$ cat src/rtl/bmt_pkg.sv
package bmt_pkg;

  // Table geometry
  localparam int unsigned CAPACITY = 64;
  localparam int unsigned CNT_W    = $clog2(CAPACITY + 1);
  localparam int unsigned ADDR_W   = (CAPACITY > 1) ? $clog2(CAPACITY) : 1;

  // Beat field widths
  localparam int unsigned CMD_W = 2;
  localparam int unsigned VAL_W = 32;
  localparam int unsigned RES_W = 7;

  // Command codes; the unused code behaves as a count
  typedef enum logic [CMD_W-1:0] {
    CMD_INSERT = 2'd0,
    CMD_REMOVE = 2'd1,
    CMD_COUNT  = 2'd2
  } bmt_cmd_e;

  typedef struct packed {
    logic [CMD_W-1:0]        cmd;
    logic signed [VAL_W-1:0] value;
  } bmt_req_t;

  typedef struct packed {
    logic [RES_W-1:0] result_count;
    logic             found;
    logic             full_error;
  } bmt_rsp_t;

  // Sequencer to entry memory
  typedef struct packed {
    logic              we;
    logic [ADDR_W-1:0] waddr;
    logic [VAL_W-1:0]  wdata;
    logic [ADDR_W-1:0] raddr;
  } bmt_mem_req_t;

  // Sequencer to output register
  typedef struct packed {
    logic     valid;
    bmt_rsp_t rsp;
  } bmt_fin_t;

endpackage

$ cat src/rtl/bmt_ram.sv
module bmt_ram #(
  parameter int unsigned Depth = 64,
  parameter int unsigned Width = 32,
  localparam int unsigned AddrW = (Depth > 1) ? $clog2(Depth) : 1
) (
  input  logic             clk_i,
  input  logic             we_i,
  input  logic [AddrW-1:0] waddr_i,
  input  logic [Width-1:0] wdata_i,
  input  logic [AddrW-1:0] raddr_i,
  output logic [Width-1:0] rdata_o
);

  logic [Width-1:0] mem_q [Depth];
  logic [Width-1:0] rdata_q;

  always_ff @(posedge clk_i) begin
    if (we_i) begin
      mem_q[waddr_i] <= wdata_i;
    end
  end

  always_ff @(posedge clk_i) begin
    rdata_q <= mem_q[raddr_i];
  end

  assign rdata_o = rdata_q;

endmodule

$ cat src/rtl/bmt_ctrl.sv
module bmt_ctrl
  import bmt_pkg::*;
(
  input  logic             clk_i,
  input  logic             rst_ni,
  input  logic             start_i,
  input  bmt_req_t         req_i,
  output logic             busy_o,
  output bmt_mem_req_t     mem_o,
  input  logic [VAL_W-1:0] rdata_i,
  output bmt_fin_t         fin_o
);

  typedef enum logic [1:0] {
    ST_IDLE,
    ST_SCAN,
    ST_SHIFT
  } state_e;

  state_e             state_q, state_d;
  logic [CNT_W-1:0]   count_q, count_d;
  logic [CNT_W-1:0]   idx_q, idx_d;
  logic               pend_q, pend_d;
  logic [CNT_W-1:0]   mcnt_q, mcnt_d;
  logic [CNT_W-1:0]   sh_q, sh_d;
  logic [VAL_W-1:0]   value_q, value_d;
  logic               rem_q, rem_d;

  logic               match;
  logic               issue;
  logic [CNT_W:0]     sh_next;

  // the one shared comparator: stored word against operand
  assign match   = pend_q && (rdata_i == value_q);
  assign issue   = idx_q < count_q;
  assign sh_next = {1'b0, sh_q} + (CNT_W+1)'(2);

  always_comb begin
    state_d = state_q;
    count_d = count_q;
    idx_d   = idx_q;
    pend_d  = pend_q;
    mcnt_d  = mcnt_q;
    sh_d    = sh_q;
    value_d = value_q;
    rem_d   = rem_q;
    mem_o   = '0;
    mem_o.wdata = value_q;
    mem_o.raddr = idx_q[ADDR_W-1:0];
    fin_o   = '0;

    case (state_q)
      ST_IDLE: begin
        if (start_i) begin
          if (req_i.cmd == CMD_INSERT) begin
            fin_o.valid = 1'b1;
            if (count_q == CNT_W'(CAPACITY)) begin
              fin_o.rsp.full_error   = 1'b1;
              fin_o.rsp.result_count = RES_W'(count_q);
            end else begin
              mem_o.we    = 1'b1;
              mem_o.waddr = count_q[ADDR_W-1:0];
              mem_o.wdata = req_i.value;
              count_d     = CNT_W'(count_q + 1'b1);
              fin_o.rsp.result_count = RES_W'(CNT_W'(count_q + 1'b1));
            end
          end else begin
            value_d = req_i.value;
            rem_d   = (req_i.cmd == CMD_REMOVE);
            idx_d   = '0;
            pend_d  = 1'b0;
            mcnt_d  = '0;
            state_d = ST_SCAN;
          end
        end
      end

      ST_SCAN: begin
        pend_d = issue;
        if (issue) begin
          idx_d = CNT_W'(idx_q + 1'b1);
        end
        if (rem_q && match) begin
          // first hit at idx_q-1; the read of its successor is already out
          if (issue) begin
            sh_d    = CNT_W'(idx_q - 1'b1);
            state_d = ST_SHIFT;
          end else begin
            count_d = CNT_W'(count_q - 1'b1);
            fin_o.valid = 1'b1;
            fin_o.rsp.found        = 1'b1;
            fin_o.rsp.result_count = RES_W'(CNT_W'(count_q - 1'b1));
            state_d = ST_IDLE;
          end
        end else if (!issue) begin
          fin_o.valid = 1'b1;
          fin_o.rsp.result_count = rem_q ? RES_W'(count_q)
                                         : RES_W'(CNT_W'(mcnt_q + match));
          state_d = ST_IDLE;
        end else begin
          mcnt_d = CNT_W'(mcnt_q + match);
        end
      end

      ST_SHIFT: begin
        // move entry sh+1 down to sh, fetch sh+2 for the next beat
        mem_o.we    = 1'b1;
        mem_o.waddr = sh_q[ADDR_W-1:0];
        mem_o.wdata = rdata_i;
        mem_o.raddr = sh_next[ADDR_W-1:0];
        if (sh_next < {1'b0, count_q}) begin
          sh_d = CNT_W'(sh_q + 1'b1);
        end else begin
          count_d = CNT_W'(count_q - 1'b1);
          fin_o.valid = 1'b1;
          fin_o.rsp.found        = 1'b1;
          fin_o.rsp.result_count = RES_W'(CNT_W'(count_q - 1'b1));
          state_d = ST_IDLE;
        end
      end

      default: begin
        state_d = ST_IDLE;
      end
    endcase
  end

  always_ff @(posedge clk_i or negedge rst_ni) begin
    if (!rst_ni) begin
      state_q <= ST_IDLE;
      count_q <= '0;
      pend_q  <= 1'b0;
    end else begin
      state_q <= state_d;
      count_q <= count_d;
      pend_q  <= pend_d;
    end
  end

  always_ff @(posedge clk_i) begin
    idx_q   <= idx_d;
    mcnt_q  <= mcnt_d;
    sh_q    <= sh_d;
    value_q <= value_d;
    rem_q   <= rem_d;
  end

  assign busy_o = (state_q != ST_IDLE);

endmodule

$ cat src/rtl/bounded_multiset_table_top.sv
// Multiset of up to CAPACITY (64) signed 32-bit words in insertion order.
// A command beat is taken when start is high and busy is low; exactly one
// result beat follows on rsp_o, marked by done_o for a single cycle, and it
// must be captured then: the receiver has no way to stall it. Insert does not
// raise busy and its result shows on the next cycle. Count keeps busy high
// while one comparator walks the entry memory one word per cycle through its
// registered read port. Remove scans up to the first match at position j
// and then moves the tail down one word per cycle, keeping busy high meanwhile.
// The result of a scan shows on done_o in the same cycle that busy falls,
// and a new command may be started in that same cycle. A full table refuses
// an insert with full_error set and the count unchanged; a remove that
// misses leaves the table as it was with found clear. Command code three
// acts as count. No clearing pass is needed after reset: only data read
// from slots below the fill count is ever used.
module bounded_multiset_table_top
  import bmt_pkg::*;
(
  input  logic     clk_i,
  input  logic     rst_ni,
  input  logic     start,
  output logic     busy,
  input  bmt_req_t req_i,
  output logic     done_o,
  output bmt_rsp_t rsp_o
);

  bmt_mem_req_t     mem_req;
  logic [VAL_W-1:0] mem_rdata;
  bmt_fin_t         fin;

  logic             done_q;
  bmt_rsp_t         rsp_q;

  // Sequencer: fill count, scan/shift pointers and the shared comparator
  bmt_ctrl u_ctrl (
    .clk_i   (clk_i),
    .rst_ni  (rst_ni),
    .start_i (start),
    .req_i   (req_i),
    .busy_o  (busy),
    .mem_o   (mem_req),
    .rdata_i (mem_rdata),
    .fin_o   (fin)
  );

  // Entry store: one write and one registered read per cycle
  bmt_ram #(
    .Depth (CAPACITY),
    .Width (VAL_W)
  ) u_ram (
    .clk_i   (clk_i),
    .we_i    (mem_req.we),
    .waddr_i (mem_req.waddr),
    .wdata_i (mem_req.wdata),
    .raddr_i (mem_req.raddr),
    .rdata_o (mem_rdata)
  );

  // Result register: the beat is shown for exactly one cycle
  always_ff @(posedge clk_i or negedge rst_ni) begin
    if (!rst_ni) begin
      done_q <= 1'b0;
    end else begin
      done_q <= fin.valid;
    end
  end

  always_ff @(posedge clk_i) begin
    if (fin.valid) begin
      rsp_q <= fin.rsp;
    end
  end

  assign done_o = done_q;
  assign rsp_o  = rsp_q;

endmodule

$ cat config.mk
export PLATFORM = sky130hd
export DESIGN_NAME = bounded_multiset_table_top
export DESIGN_NICKNAME = d
export VERILOG_FILES = /design/src/rtl/bmt_pkg.sv /design/src/rtl/bmt_ram.sv /design/src/rtl/bmt_ctrl.sv /design/src/rtl/bounded_multiset_table_top.sv
export SDC_FILE = /design/constraint.sdc
export NUM_CORES = 2
export LEC_CHECK = 0
export BUFFER_PORTS_ARGS = -buffer_cell sky130_fd_sc_hd__buf_2
export CORE_MARGIN = 1.5
export CORE_UTILIZATION = 35
export DETAILED_ROUTE_END_ITERATION = 8
export PLACE_DENSITY = 0.49
export SYNTH_ARGS = -nofsm -noshare
export SYNTH_HDL_FRONTEND = slang
export SYNTH_SLANG_ARGS = --single-unit
$ cat constraint.sdc
create_clock -name clk_i -period 10.9 [get_ports clk_i]
set_input_delay 1.635 -clock clk_i [delete_from_list [all_inputs] [get_ports clk_i]]
set_output_delay 1.635 -clock clk_i [all_outputs]
set_load 0.03 [all_outputs]
==> metrics <==
status=finished with violations; failing checks=DRC; largest net degree at the start of global routing=~100; pre-CTS setup slack=5.194 ns; initial antenna violation count=26; htree depth=4; worst hold path class=reg2reg; layout cells sized above 1=21.11%; worst path required time=11.72 ns; ys async rst share=0.5107%; Layout area overhead=14.69%; Top Ports=48; Hold Buf Count CTS=0; overall routing resource usage=slightly above 20%; Max clock buf depth=3; leading area contributor after synthesis=edfxtp_1; Power Density=256.3 mW/mm2; Startpoint Class=flip-flop; hold depth=1; Die Wd=492.0 um; Sink Count=2,154; VDD IR max=approximately 0.2 mV; final worst slack=5.199 ns; RSZ-0062 raised after global routing=false; setup_tns=0 ns; Max-slew headroom=10.18%; Slew @ Worst Pin=1.344 ns; Net count, final=4,694; post-route ant nets=0; area of the core=0.2379 mm2; final period utilization=52.30%; Reg2Reg Depth=12; vias in the first global route=43,030; Fmax achieved=175.4 MHz; Setup crit end kind=flip-flop; CTS tree=built; CTS Root Cell=clkbuf_16; Worst-Skew Late Latency=slightly below 0.9 ns; Synth area leaders=edfxtp_1, mux4_2, nand2_1; DRC=20; Worst Path Arrival=between 6 and 7 ns; Routed Wire Length=252,100 um; first-pass GRT wire length=approximately 350,000 um; LEAKAGE=0.03006 uW; IO Port Bufs=47; Top FF cell, synth=edfxtp_1; Initial Util=approximately a third; 1st-iter DRT viols=5,199; Die ar.=0.2420 mm2; Crit Path Max Fanout=103; site row count=179; final core utilization=40.35%; total number of vias=44,460; number of synthesized flops with an enable pin=2,111; clock skew=~0.047 ns; Seq cells post-synth=2,154; Final Hold Viols=0; WS Path Type=reg2reg; crit path time final=5.701 ns; hold slack=0.5504 ns; share of the synthesized area in the top cell type=75.75%; setup violators final=0; Die H=a little under 500 um; max-cap viol count=0; dpl cell area=0.08896 mm2; DR vias/cell=5.562; CTS clk-pin slew, worst paths=approximately 0.060 ns; wire length per cell=31.55 um; yosys warns=0; Post-CTS Setup Inserts=0; final instance area=0.09598 mm2; Cell Area, Synth=0.08368 mm2; cts bufs inserted=218; syn avg cell area=approximately 19 um2; Post-CTS Resized=0; Seq/Total Area, Yosys=just under 80%; routability congestion estimate=slightly above 0.8; Gate Count Post-Synth=4,448; GRT overflow=0; Max Slew Vio Count=0; Netlist cell types=69; syn_nets=4,512; dpl hpwl=143,900 um; drt pass-1 iters=9
-- per-stage QoR --
stage	std cells	power [uW]
after floorplan	4448	14200
after global placement	7574	17380
after detailed placement	7577	17450
after CTS	7980	24780
after global routing	7983	25400
final	7993	24590
-- routing by layer --
layer  global-route usage (%)  vias to the layer above  share of wire, %
li1                         -                    18520                 -
met1                    30.15                    23980                44
met2                    31.69                     1672                46
met3                    3.201                      275               6.8
met4                    5.967                        6               2.7
met5                        0                        -             0.019
-- synthesized netlist by cell type, drive strengths merged, types with 3 or more instances --
master	instances
inv	52
dfxtp	32
xnor2	52
mux2i	106
nand3	140
xor2	17
a21oi	18
o21ai	20
clkbuf	136
nor3	68
and2	16
buf	116
mux4	360
and4	12
a221oi	25
o22ai	31
and3	4
a22o	3
a222oi	32
a2111oi	23
o211ai	4
nand2	542
a31oi	68
a21o	4
o211a	22
nand4	9
a21boi	5
ha	27
dfrtp	11
o32ai	10
nor4	21
nor2b	11
nor2	92
nand2b	17
edfxtp	2111
a32oi	98
a22oi	107
-- final cells by class --
cell class / instances / area [um2]
clock buffer: 279 / 5776
inverter: 54 / 222.7
multi-input combinational: 1988 / 18910
timing repair buffer: 214 / 1564
fill: 21230 / 141900
antenna: 13 / 32.53
clock inverter: 124 / 1209
tap: 3167 / 3963
sequential: 2154 / 64310
-- placed cells by master, fill, tap and decap left out, types with 32 or more instances in the layout --
cell | synthesis | final
clkinv_1 | 2 | 55
nand2_1 | 542 | 542
nand3_1 | 140 | 140
a22oi_1 | 107 | 107
mux4_2 | 360 | 360
mux2i_1 | 106 | 106
edfxtp_1 | 2111 | 2111
a32oi_1 | 98 | 98
clkbuf_1 | 135 | 53
buf_2 | 84 | 47
a31oi_1 | 68 | 68
nor2_4 | 0 | 65
a222oi_1 | 32 | 32
dfxtp_1 | 32 | 32
buf_4 | 14 | 161
nor3_1 | 68 | 68
clkinv_2 | 0 | 43
clkbuf_16 | 0 | 219
xnor2_1 | 51 | 51
-- sequential cells by signal (all words and copies together), names as in the netlist --
name / flops
u_ctrl.rem_q: 1
u_ctrl.pend_q: 1
rsp_o: 9
u_ctrl.value_q: 32
u_ram.mem_q: 2048
u_ctrl.sh_q: 7
u_ram.rdata_o: 32
u_ctrl.state_q: 2
done_o: 1
u_ctrl.mcnt_q: 7
u_ctrl.count_q: 7
u_ctrl.idx_q: 7
-- report_power, final --
part	internal (uW)	total (uW)	switching (uW)
registers	9660	9890	230
clock network	4130	7360	3230
logic	2400	7350	4950
-- logic make-up after synthesis --
kind of cell	count (synthesis)	share of synthesized area, %
compound gates	485	4.559
xor+xnor	69	0.7446
fa+ha+maj	27	0.4037
buf+inv	306	1.571
flops	2154	76.84
mux	468	10.99
simple gates	939	4.889
-- final timing paths --
kind	startpoint	endpoint	slack (ns)
worst max register to register	u_ctrl.state_q[0]	u_ram.rdata_o[29]	5.20
worst max-delay path	u_ctrl.state_q[0]	u_ram.rdata_o[29]	5.20
min in group asynchronous	rst_ni	u_ctrl.count_q[3]	0.64
worst min register to register	u_ctrl.count_q[6]	u_ctrl.count_q[6]	0.55
worst min-delay path	u_ctrl.count_q[6]	u_ctrl.count_q[6]	0.55
max in group asynchronous	rst_ni	u_ctrl.pend_q	10.02
-- critical path: stages, from the launching register on --
cell     delay, ns
dfrtp_1       0.43
inv_1         0.17
ha_4          0.51
buf_4         0.61
nor2_1        0.21
nor2_8        0.20
buf_12        0.43
buf_4         0.76
mux2i_1       0.19
a32oi_1       0.20
a31oi_1       0.26
nor3_1        1.04
and4_1        0.29
Power figures use the tool's default switching activity.
